<file path="src/hdl/gbn_pkg.sv">
// types and constants for the go-back-n sender window
// no dependencies
package gbn_pkg;

  localparam int MAX_WINDOW = 32;
  localparam int SEQ_BITS   = 16;
  localparam int WIN_W      = 6;
  localparam int TMO_W      = 16;
  localparam int ACK_W      = SEQ_BITS + 1;
  localparam int CNT_W      = $clog2(MAX_WINDOW + 1);
  localparam int CQ_DEPTH   = 2;
  localparam int CQ_PTR_W   = $clog2(CQ_DEPTH);
  localparam int CQ_CNT_W   = $clog2(CQ_DEPTH + 1);
  localparam int REG_IDX_W  = 2;
  localparam int REG_DATA_W = 16;

  localparam logic [REG_IDX_W-1:0] REG_WIN_LIMIT     = 2'd0;
  localparam logic [REG_IDX_W-1:0] REG_TIMEOUT_TICKS = 2'd1;
  localparam logic [REG_IDX_W-1:0] REG_TOTAL_FRAMES  = 2'd2;

  localparam logic [WIN_W-1:0]    WIN_LIMIT_RST     = 6'd8;
  localparam logic [TMO_W-1:0]    TIMEOUT_TICKS_RST = 16'd100;
  localparam logic [SEQ_BITS-1:0] TOTAL_FRAMES_RST  = 16'd1;
  localparam logic [TMO_W-1:0]    TIMER_MAX         = '1;

  localparam logic [1:0] ACT_TICK  = 2'd0;
  localparam logic [1:0] ACT_ACK   = 2'd1;
  localparam logic [1:0] ACT_START = 2'd2;

  typedef enum logic [1:0] {
    CMD_TICK,
    CMD_ACK,
    CMD_START,
    CMD_NOP
  } cmd_kind_t;

  // classified request passed from front to back
  typedef struct packed {
    cmd_kind_t           kind;
    logic                ack_neg;
    logic [SEQ_BITS-1:0] ack_val;
    logic [SEQ_BITS:0]   ack_inc;
  } cmd_t;

  typedef struct packed {
    logic [WIN_W-1:0]    win_limit;
    logic [TMO_W-1:0]    timeout_ticks;
    logic [SEQ_BITS-1:0] total_frames;
  } cfg_t;

  typedef struct packed {
    logic                frame_valid;
    logic [SEQ_BITS-1:0] frame_seq;
    logic                timed_out;
    logic [SEQ_BITS-1:0] window_base;
    logic                done_res;
    logic                last_of_run;
  } res_t;

  // status of the command queue: valid for its consumer, full for its producer
  typedef struct packed {
    logic valid;
    logic full;
  } cq_status_t;

endpackage

</file>
<file path="src/hdl/gbn_front.sv">
// front end: takes requests, decodes the action and precomputes ack + 1
// depends on gbn_pkg
module gbn_front import gbn_pkg::*; (
  input  logic                    clk,
  input  logic                    rst,
  input  logic                    push,
  output logic                    full,
  input  logic [1:0]              action,
  input  logic signed [ACK_W-1:0] ack_seq,
  input  logic                    cq_full,
  output logic                    cq_push,
  output cmd_t                    cq_cmd
);

  logic fr_valid;
  cmd_t fr_cmd;
  cmd_t dec_cmd;
  logic accept;
  logic drain;

  always_comb begin
    dec_cmd.ack_neg = ack_seq[ACK_W-1];
    dec_cmd.ack_val = ack_seq[SEQ_BITS-1:0];
    dec_cmd.ack_inc = {1'b0, ack_seq[SEQ_BITS-1:0]} + {{SEQ_BITS{1'b0}}, 1'b1};
    case (action)
      ACT_TICK:  dec_cmd.kind = CMD_TICK;
      ACT_ACK:   dec_cmd.kind = CMD_ACK;
      ACT_START: dec_cmd.kind = CMD_START;
      default:   dec_cmd.kind = CMD_NOP;
    endcase
  end

  assign full    = fr_valid && cq_full;
  assign accept  = push && !full;
  assign drain   = fr_valid && !cq_full;
  assign cq_push = drain;
  assign cq_cmd  = fr_cmd;

  always_ff @(posedge clk) begin
    if (rst) begin
      fr_valid <= 1'b0;
    end else begin
      fr_valid <= accept || (fr_valid && !drain);
    end
    if (accept) begin
      fr_cmd <= dec_cmd;
    end
  end

endmodule

</file>
<file path="src/hdl/gbn_cmd_fifo.sv">
// short request queue between the front end and the window engine
// depends on gbn_pkg
module gbn_cmd_fifo import gbn_pkg::*; (
  input  logic       clk,
  input  logic       rst,
  input  logic       wr,
  input  cmd_t       wr_cmd,
  input  logic       rd,
  output cmd_t       rd_cmd,
  output cq_status_t status
);

  cmd_t                slots [CQ_DEPTH];
  logic [CQ_PTR_W-1:0] wr_ptr;
  logic [CQ_PTR_W-1:0] rd_ptr;
  logic [CQ_CNT_W-1:0] count;
  logic                do_wr;
  logic                do_rd;

  assign status.valid = (count != '0);
  assign status.full  = (count == CQ_CNT_W'(CQ_DEPTH));
  assign do_wr        = wr && !status.full;
  assign do_rd        = rd && status.valid;
  assign rd_cmd       = slots[rd_ptr];

  always_ff @(posedge clk) begin
    if (rst) begin
      wr_ptr <= '0;
      rd_ptr <= '0;
      count  <= '0;
    end else begin
      if (do_wr) begin
        wr_ptr <= (wr_ptr == CQ_PTR_W'(CQ_DEPTH - 1)) ? '0 : wr_ptr + 1'b1;
      end
      if (do_rd) begin
        rd_ptr <= (rd_ptr == CQ_PTR_W'(CQ_DEPTH - 1)) ? '0 : rd_ptr + 1'b1;
      end
      if (do_wr && !do_rd) begin
        count <= count + 1'b1;
      end else if (do_rd && !do_wr) begin
        count <= count - 1'b1;
      end
    end
    if (do_wr) begin
      slots[wr_ptr] <= wr_cmd;
    end
  end

endmodule

</file>
<file path="src/hdl/gbn_back.sv">
// window engine: applies requests to base, next and the timer, emits results
// depends on gbn_pkg
module gbn_back import gbn_pkg::*; (
  input  logic       clk,
  input  logic       rst,
  input  cfg_t       cfg,
  input  cq_status_t cq_status,
  input  cmd_t       cq_cmd,
  output logic       cq_pop,
  output logic       res_valid,
  output res_t       res,
  input  logic       res_take
);

  typedef enum logic [2:0] {
    ST_IDLE,
    ST_EXEC,
    ST_SEND,
    ST_TIMER,
    ST_STATUS
  } state_t;

  state_t              state;
  cmd_t                cur;
  logic [SEQ_BITS-1:0] base_frame;
  logic [SEQ_BITS-1:0] next_frame;
  logic [TMO_W-1:0]    elapsed_ticks;
  logic [CNT_W-1:0]    sent;
  logic                tmo;

  logic [WIN_W-1:0]    eff_win;
  logic [SEQ_BITS:0]   wend;
  logic                can_send;
  logic                out_free;
  logic                res_load;
  logic [SEQ_BITS:0]   nb_raw;
  logic [SEQ_BITS-1:0] nb;
  logic [TMO_W-1:0]    elapsed_inc;
  logic                done_now;

  always_comb begin
    eff_win = cfg.win_limit;
    if (cfg.win_limit == '0) begin
      eff_win = WIN_W'(1);
    end else if (cfg.win_limit > WIN_W'(MAX_WINDOW)) begin
      eff_win = WIN_W'(MAX_WINDOW);
    end
  end

  assign wend     = {1'b0, base_frame} + {{(SEQ_BITS + 1 - WIN_W){1'b0}}, eff_win};
  assign can_send = ({1'b0, next_frame} < wend) && (next_frame < cfg.total_frames)
                    && (sent < CNT_W'(MAX_WINDOW));
  assign out_free = !res_valid || res_take;
  assign res_load = out_free && (((state == ST_SEND) && can_send) || (state == ST_STATUS));
  assign cq_pop   = (state == ST_IDLE) && cq_status.valid;
  assign done_now = (base_frame >= cfg.total_frames);

  // clamp the new base to the frame total
  assign nb_raw = (cur.ack_inc > {1'b0, cfg.total_frames}) ? {1'b0, cfg.total_frames}
                                                            : cur.ack_inc;
  assign nb     = nb_raw[SEQ_BITS-1:0];

  assign elapsed_inc = (elapsed_ticks < TIMER_MAX) ? elapsed_ticks + 1'b1 : elapsed_ticks;

  always_ff @(posedge clk) begin
    if (rst) begin
      state         <= ST_IDLE;
      base_frame    <= '0;
      next_frame    <= '0;
      elapsed_ticks <= '0;
      res_valid     <= 1'b0;
      sent          <= '0;
      tmo           <= 1'b0;
    end else begin
      res_valid <= res_load || (res_valid && !res_take);
      case (state)
        ST_IDLE: begin
          if (cq_status.valid) begin
            cur   <= cq_cmd;
            sent  <= '0;
            tmo   <= 1'b0;
            state <= ST_EXEC;
          end
        end
        ST_EXEC: begin
          case (cur.kind)
            CMD_START: begin
              base_frame    <= '0;
              next_frame    <= '0;
              elapsed_ticks <= '0;
              state         <= ST_STATUS;
            end
            CMD_ACK: begin
              if (!cur.ack_neg && cur.ack_val >= base_frame) begin
                base_frame <= nb;
                if (next_frame < nb) begin
                  next_frame <= nb;
                end
              end
              state <= ST_STATUS;
            end
            CMD_TICK: begin
              state <= ST_SEND;
            end
            default: begin
              state <= ST_STATUS;
            end
          endcase
        end
        ST_SEND: begin
          if (!can_send) begin
            state <= ST_TIMER;
          end else if (out_free) begin
            res.frame_valid <= 1'b1;
            res.frame_seq   <= next_frame;
            res.timed_out   <= 1'b0;
            res.window_base <= base_frame;
            res.done_res    <= done_now;
            res.last_of_run <= 1'b0;
            next_frame      <= next_frame + 1'b1;
            sent            <= sent + 1'b1;
          end
        end
        ST_TIMER: begin
          state <= ST_STATUS;
          if (elapsed_inc > cfg.timeout_ticks) begin
            if (base_frame < next_frame) begin
              next_frame <= base_frame;
              tmo        <= 1'b1;
            end
            elapsed_ticks <= '0;
          end else if (base_frame >= next_frame) begin
            elapsed_ticks <= '0;
          end else begin
            elapsed_ticks <= elapsed_inc;
          end
        end
        ST_STATUS: begin
          if (out_free) begin
            res.frame_valid <= 1'b0;
            res.frame_seq   <= next_frame;
            res.timed_out   <= tmo;
            res.window_base <= base_frame;
            res.done_res    <= done_now;
            res.last_of_run <= 1'b1;
            state           <= ST_IDLE;
          end
        end
        default: begin
          state <= ST_IDLE;
        end
      endcase
    end
  end

endmodule

</file>
<file path="src/hdl/go_back_n_sender_window_core.sv">
// go-back-n sender window, top level: config registers, front end, queue, engine
// depends on gbn_pkg, gbn_front, gbn_cmd_fifo, gbn_back
//
//   channel   handshake         payload
//   request   push / full       action, ack_seq
//   result    pop / empty       frame_valid, frame_seq, timed_out, window_base,
//                               done_res, last_of_run
//   config    wr_en             wr_index, wr_data
//
// start, ack and other actions pass the front register, request queue and engine states
// idle, exec and status, which shows their status result; a tick passes idle, exec, send
// (up to 32 frames, one frame per cycle while results are taken), timer and status. the
// front end and a 2-entry request queue absorb up to three requests while the engine
// works. a stalled pop holds the engine at its next result. reset is synchronous.
module go_back_n_sender_window_core import gbn_pkg::*; (
  input  logic                      clk,
  input  logic                      rst,
  input  logic                      push,
  output logic                      full,
  input  logic [1:0]                action,
  input  logic signed [ACK_W-1:0]   ack_seq,
  output logic                      empty,
  input  logic                      pop,
  output logic                      frame_valid,
  output logic [SEQ_BITS-1:0]       frame_seq,
  output logic                      timed_out,
  output logic [SEQ_BITS-1:0]       window_base,
  output logic                      done_res,
  output logic                      last_of_run,
  input  logic                      wr_en,
  input  logic [REG_IDX_W-1:0]      wr_index,
  input  logic [REG_DATA_W-1:0]     wr_data
);

  cfg_t       cfg;
  cq_status_t cq_status;
  cmd_t       fr_cmd;
  cmd_t       cq_cmd;
  logic       cq_push;
  logic       cq_pop;
  logic       res_valid;
  res_t       res;

  always_ff @(posedge clk) begin
    if (rst) begin
      cfg.win_limit     <= WIN_LIMIT_RST;
      cfg.timeout_ticks <= TIMEOUT_TICKS_RST;
      cfg.total_frames  <= TOTAL_FRAMES_RST;
    end else if (wr_en) begin
      case (wr_index)
        REG_WIN_LIMIT:     cfg.win_limit     <= wr_data[WIN_W-1:0];
        REG_TIMEOUT_TICKS: cfg.timeout_ticks <= wr_data[TMO_W-1:0];
        REG_TOTAL_FRAMES:  cfg.total_frames  <= wr_data[SEQ_BITS-1:0];
        default: begin
        end
      endcase
    end
  end

  gbn_front u_front (
    .clk     (clk),
    .rst     (rst),
    .push    (push),
    .full    (full),
    .action  (action),
    .ack_seq (ack_seq),
    .cq_full (cq_status.full),
    .cq_push (cq_push),
    .cq_cmd  (fr_cmd)
  );

  gbn_cmd_fifo u_cq (
    .clk    (clk),
    .rst    (rst),
    .wr     (cq_push),
    .wr_cmd (fr_cmd),
    .rd     (cq_pop),
    .rd_cmd (cq_cmd),
    .status (cq_status)
  );

  gbn_back u_back (
    .clk       (clk),
    .rst       (rst),
    .cfg       (cfg),
    .cq_status (cq_status),
    .cq_cmd    (cq_cmd),
    .cq_pop    (cq_pop),
    .res_valid (res_valid),
    .res       (res),
    .res_take  (pop)
  );

  assign empty       = !res_valid;
  assign frame_valid = res.frame_valid;
  assign frame_seq   = res.frame_seq;
  assign timed_out   = res.timed_out;
  assign window_base = res.window_base;
  assign done_res    = res.done_res;
  assign last_of_run = res.last_of_run;

endmodule

</file>
<file path="config.mk">
export PLATFORM = sky130hd
export DESIGN_NAME = go_back_n_sender_window_core
export DESIGN_NICKNAME = d
export VERILOG_FILES = /design/src/hdl/gbn_pkg.sv /design/src/hdl/gbn_front.sv /design/src/hdl/gbn_cmd_fifo.sv /design/src/hdl/gbn_back.sv /design/src/hdl/go_back_n_sender_window_core.sv
export SDC_FILE = /design/constraint.sdc
export NUM_CORES = 1
export LEC_CHECK = 0
export BUFFER_PORTS_ARGS = -buffer_cell sky130_fd_sc_hd__buf_2
export CORE_ASPECT_RATIO = 1.5
export CORE_MARGIN = 1.5
export CORE_UTILIZATION = 60
export CTS_CLUSTER_SIZE = 25
export DETAILED_ROUTE_END_ITERATION = 8
export GPL_TIMING_DRIVEN = 0
export HOLD_SLACK_MARGIN = 0.1
export PLACE_DENSITY = 0.85
export SLEW_MARGIN = 30
export SYNTH_ARGS = -nofsm -noshare
export SYNTH_HDL_FRONTEND = slang
export SYNTH_SLANG_ARGS = --single-unit
</file>
<file path="constraint.sdc">
create_clock -name clk -period 16.91 [get_ports clk]
set_clock_uncertainty 0.05 [all_clocks]
set_input_delay 0.8455 -clock clk [delete_from_list [all_inputs] [get_ports clk]]
set_output_delay 0.8455 -clock clk [all_outputs]
set_load 0.005 [all_outputs]
</file>
Word-level counts from Yosys, hierarchy flattened

Memories as Yosys holds them, arrays and structs flattened. A register that Yosys moved wholly into a read port is not among the register bits.
Index checks and enable logic that the tools add are counted.
Widths: inputs -> output; s select.

Reductions and logical operators: 51
Muxes and demuxes: 42
Equal/unequal tests: 23
Add/subtract/negate cells: 9
Bitwise gates (word level): 1
Order comparisons: 12

Operator list:

| kind                  | count |
|---|---|
| $mux 16               | 12 |
| $mux 36               | 3 |
| $pmux 16 s2           | 3 |
| $pmux 36 s2           | 1 |
| $ge 16x16->1          | 3 |
| $lt 16x16->1          | 3 |
| $pmux 16 s3           | 1 |
| $add 16x1->16 const B | 2 |
| $mux 6                | 5 |
| $add 16x1->17 const B | 1 |
| $add 16x6->17         | 1 |
| $gt 17x16->1          | 1 |
| $lt 16x17->1          | 1 |
| $gt 16x16->1          | 1 |
| $lt 16x16->1 const B  | 1 |
| $logic_and 1x1->1     | 15 |
| $pmux 3 s5            | 1 |
| $ne 2x1->1 const B    | 7 |
| $reduce_bool 2->1     | 7 |
| $mux 3                | 4 |
| $pmux 6 s2            | 1 |
| $ne 3x2->1 const B    | 3 |
| $reduce_and 3->1      | 3 |
| $eq 2x2->1 const B    | 4 |
| other kinds (26)      | 54 |

Register bits after elaboration: 174
Input port bits: 42
Logic and storage cells: 163
Bits in writable memories: 72
Memories kept: 1
Output and inout port bits: 38

Memory list:

| memory     | depth | width | rd ports | clocked after Yosys merged registers in | write ports | line               | text |
|---|---|---|---|---|---|---|---|
| u_cq.slots | 2     | 36    | 1        | 1                                       | 1           | gbn_cmd_fifo.sv:13 | `cmd_t slots [CQ_DEPTH];` |

Logic depth before layout (Yosys ltp)

Word-level depth: 11
Depth in mapped cells: 23
Mapped depth without buffers: 21

By module

Synthesis repeated with hierarchy kept, for this count alone.

Cells, all modules: 1330
Area total of the unflattened synthesis: 15051.9 um2

Modules (own cells, without submodules):

| module                       | seq. area each (um2) | cells an instance | area an instance (um2) | instances |
|---|---|---|---|---|
| gbn_back                     | 3343.2               | 961               | 9218.8                 | 1 |
| gbn_cmd_fifo                 | 2262.2               | 137               | 2815.2                 | 1 |
| go_back_n_sender_window_core | 760.7                | 152               | 1601.5                 | 1 |
| gbn_front                    | 1101.1               | 80                | 1416.4                 | 1 |

Least setup slack after synthesis

OpenSTA, ideal clock, no wires.

Path kind: register -> register
From: register cfg[37] (netlist name)
To: register u_back.res[0] (netlist name)
Clock period less this slack: 6.306 ns
Arrival time: 5.782 ns
Path buffers: 0
Slack: 10.604 ns
Required time: 16.386 ns
Cell stages (with the launch flop): 17
Setup time: 0.474 ns
Cell sequence: dfxtp_1 nor2b_1 ha_1 a21o_1 a21oi_1 o21bai_1 a21oi_1 nor2b_1 o21a_1 xnor2_1 ha_1 a21o_1 a221o_1 a2111o_1 a21oi_1 nor2_1 nor3_1

Cells in the longest elaborated chain, start to end: 9
Elaborated cells on any way between the ends: 10
Classes of those cells: add/sub (1); order compare (2); eq/ne (1); mux (2); reduce/logical (4)

RTL lines:

| element                               | line           | text |
|---|---|---|
| $gt 6x6->1                            | gbn_back.sv:45 | `end else if (cfg.win_limit > WIN_W'(MAX_WINDOW)) begin` |
| $mux 6                                | gbn_back.sv:45 |  |
| $mux 6 (*)                            | gbn_back.sv:43 | `if (cfg.win_limit == '0) begin` |
| $add 16x6->17 (*)                     | gbn_back.sv:50 | `assign wend = {1'b0, base_frame} + {{(SEQ_BITS + 1 - WIN_W){1'b0}}, eff_win};` |
| $lt 16x17->1 (*)                      | gbn_back.sv:51 | `assign can_send = ({1'b0, next_frame} < wend) && (next_frame < cfg.total_frames)` |
| $logic_and 1x1->1 (*)                 | gbn_back.sv:51 |  |
| $logic_and 1x1->1 (*)                 | gbn_back.sv:52 | `&& (sent < CNT_W'(MAX_WINDOW));` |
| $ne 2x1->1 (no source line) (*)       | n/a            |  |
| $reduce_and 5->1 (no source line) (*) | n/a            |  |

Mark *: on every way between the ends. The rest lies on a longest branch, timed or not.
A chain may end at the register's enable or synchronous reset.

Final worst setup path

From: register cfg[9] (netlist name)
To: register u_back.next_frame[14]

Cells in the longest elaborated chain, start to end: 6
Elaborated cells on any way between the ends: 13
Classes of those cells: order compare (3); eq/ne (2); mux (5); reduce/logical (3)

RTL lines:

| element                                                              | line            | text |
|---|---|---|
| parallel branches: the longest is 6 deep, another holds $gt 17x16->1 | n/a             |  |
| end signal: assignment                                               | gbn_back.sv:97  | `next_frame <= nb;` |
| end signal: assignment                                               | gbn_back.sv:120 | `next_frame <= next_frame + 1'b1;` |
| end signal: assignment                                               | gbn_back.sv:128 | `next_frame <= base_frame;` |
| end: declaration                                                     | gbn_back.sv:26  | `logic [SEQ_BITS-1:0] next_frame;` |

Parallel ways; which one is timed is not known. The select of a mux whose other input is x is not followed.

==> summary.md <==
| Metric | Value |
|---|---|
| Outcome | finished, final reports clean |
| Total global routing overflow | 0 |
| Gr busiest metal | met2 |
| Diode count | 0 |
| Part of the cycle the worst path needs | 35.4% |
| Crit path capture type | register |
| Slew headroom | 40.6% |
| Worst-case vdd ir drop | ~0.11 mV |
| TritonCTS clock tree | yes |
| Worst Setup Path Type | register to register |
| Ratio of cells with drive above 1 in the final layout | between 10 and 15% |
| Worst-skew pair later-pin latency | approximately 0.55 ns |
| CTS max path bufs | 3 |
| Final Hold Fails | 0 |
| Post-Layout Inst Area | about 0.016 mm² |
| RSZ-0062 raised after global routing | no |
| Most frequent CP cell | nor2_1 |
| Clk slew on worst S/H paths | 0.07 ns |
| Leakage | 6.25 nW |
| TNS Setup | 0 ns |
| Postcts setup bufs | 0 |
| DRC Markers | 0 |
| Final min period | 5.99 ns |
| Die ar. | around 0.025 mm² |
| Grt met2 use | 49.9% |
| Detailed-route via count | approximately 11,000 |
| Netlist Area Pre-Place | 0.0145 mm² |
| Die Span Y | 193 µm |
| Max-slew violation count | 0 |
| Most frequent cell after synthesis | edfxtp_1 |
| Worst-path fanout max | 10 |
| Initial Util | 61.1% |
| Starting DRT DRC Count | about 670 |
| Global-route wire length before repair | 56.4 mm |
| Final WL | ~36 mm |
| Register area share after synthesis | 51.3% |
| GP Congestion | 0.955 |
| Max Freq | ~0.17 GHz |
| PortBufs | 76 |
| Synth Flop Type | edfxtp_1 |
| H-tree levels | 1 |
| DP Area | 0.0155 mm² |
| M3 GR Usage | 3.51% |
| Pwr per Cell Area | 119 mW/mm² |
| Sink Count | 282 |
| Worst path slowest cell | nor2_1 |
| CP Launch Type | register |
| Antenna Nets Post-Route | 0 |
| Total CTS buffers | 26 |
| Largest net degree at the start of global routing | 29 |
| Max-cap violations | 0 |
| Largest stage delay, worst path | 0.65 ns |
| Number of synthesized flops with an enable pin | 180 |
| Arrival time worst endpoint | 6.31 ns |
| Synth top area share | 37.3% |
| HP Class | register to register |
| Core footprint | 0.0237 mm² |
| Die W | 130 µm |
| CP Data Required Time | roughly 17 ns |
| Mean Syn Cell Area | 10.9 µm² |
| GR Util met1 | around 34% |
| Synthesized instance count | approximately 1,300 |
| DRT Pass-1 Iters | 5 |
| Std-Cell Rows | a little under 70 |
| Mapped Nets | 1,515 |
| Slew @ Worst Pin | 0.883 ns |
| Synth warnings | 0 |
| Hold-fix buffers, CTS | 0 |
| Area grow syn2layout | 12.9% |
| Root Driver | clkbuf_16 |
| #FFs+latches synth | roughly 280 |
| Drt via density | 6.04 |
| Cells traversed along the worst timing path | inv_1 > ha_1 > nand4_1 > nor2_1 > o21ai_0 > o211a_1 > nor2_1 > buf_2 > mux2i_1 > ha_1 > a21oi_1 > nand3_1 > o21a_1 > a41oi_1 > o211ai_1 > a211o_1 > buf_6 > nor2_1 > a311oi_1 |
| Hpwl dp | around 28 mm |
| Initial antenna violation count | 0 |
| Total power | between 1.5 and 2 mW |
| Yosys cell types | 66 |
| Vias in the first global route | 10,800 |
| Yosys top cell by area | edfxtp_1 |
| IO Pins | 80 |
| Post-CTS Resized | 0 |
| Tot GR Track Use | 29.2% |
| Final setup viols | 0 |
| WL per Instance | 20.3 µm |
| Top cells by area, synth | edfxtp_1 37%, dfxtp_1 14%, ha_1 12% |
| NumNets Final | 1,626 |
| Top post-synthesis cells by count | 180 x edfxtp_1, 144 x nand2_1, 136 x ha_1, 102 x a21oi_1, 102 x dfxtp_1 |
| Share of flip-flops with an asynchronous set or reset | 0% |
[path summary, 6_finish.rpt]
kind | depth (start not counted) | to | start | slack, ns
max reg2reg | 19 | u_back.next_frame[14] | cfg[9] | 10.92
max | 19 | u_back.next_frame[14] | cfg[9] | 10.92
min | 0 | u_cq.slots[1][25] | u_front.cq_cmd[25] | 0.39
min reg2reg | 0 | u_cq.slots[1][25] | u_front.cq_cmd[25] | 0.39
[kinds of logic after synthesis]
group / Yosys count / share of synthesized area, %
AOI/OAI and AO/OA: 283 / 12.8
xor gates and xnor gates: 54 / 3.26
adders and majority gates: 137 / 11.9
buffers and inverters: 132 / 3.53
DFF: 282 / 51.3
muxes: 59 / 4.41
and+or+nand+nor: 389 / 12.8
[metrics by stage]
stage	worst slack (ns)	util [%]	instances	hold WS, ns
2_1_floorplan	10.60	-	1336	0.371
3_3_place_gp	9.25	64.4	1731	0.373
3_5_place_dp	11.15	65.2	1738	0.379
4_1_cts	11.07	69.0	1786	0.389
5_1_grt	10.73	69.0	1786	0.409
6_report	10.92	69.0	1786	0.386
[registers in the layout (all words and copies together), names as in the netlist]
name / flops
u_back.base_frame: 16
u_front.fr_valid: 1
u_back.cur: 36
u_cq.slots: 72
u_back.tmo: 1
u_back.state: 3
u_cq.count: 2
u_back.elapsed_ticks: 16
u_cq.rd_ptr: 1
u_cq.wr_ptr: 1
cfg: 38
u_back.res: 36
u_front.cq_cmd: 36
u_back.next_frame: 16
u_back.sent: 6
u_back.res_valid: 1
[final cells by class]
class | count | area [µm²]
Clock buffer | 33 | 772
Buffer | 44 | 181
Inverter | 88 | 330
Clock inverter | 15 | 140
Tap cell | 319 | 399
Fill cell | 1750 | 7360
Sequential cell | 282 | 7450
Multi-Input combinational cell | 922 | 6610
Timing Repair Buffer | 83 | 505
[layer usage]
metal | routed length (µm) | part of all wire [%]
met5 | 0 | 0
met2 | 18000 | 50
met4 | 2770 | 7.6
met1 | 13600 | 38
met3 | 1800 | 5.0
[report_power, final]
group	internal, mW	switching, mW	leakage (nW)
clock network	0.355	0.262	0.454
registers	0.819	0.0427	2.50
logic	0.185	0.285	3.29
[critical path: cells and delay by family, from the launching register on]
family | cells | cell delay [ns]
AOI/OAI and AO/OA | 8 | 1.82
and+or+nand+nor | 5 | 1.61
buffers and inverters | 3 | 0.71
adders and majority gates | 2 | 0.69
muxes | 1 | 0.49
DFF | 1 | 0.43
[cells in the final DEF (no fill, tap or decap), types with 6 or more instances in the layout]
cell type / n
a211oi_1: 13
a21o_1: 22
a21oi_1: 102
a22oi_1: 12
a311oi_1: 8
a31oi_1: 6
and3_1: 14
and4_1: 6
buf_2: 77
clkbuf_1: 39
clkbuf_16: 29
dfxtp_1: 102
edfxtp_1: 180
ha_1: 136
inv_1: 89
mux2_2: 39
mux2i_1: 20
nand2_1: 144
nand2b_1: 9
nand3_1: 41
nand4_1: 19
nor2_1: 76
nor2b_1: 8
nor3_1: 13
nor4_1: 7
o211ai_1: 16
o21a_1: 14
o21ai_0: 37
o221a_2: 8
o31ai_1: 7
or3_1: 24
xnor2_1: 44
xor2_1: 10
Power figures use the tool's default switching activity.
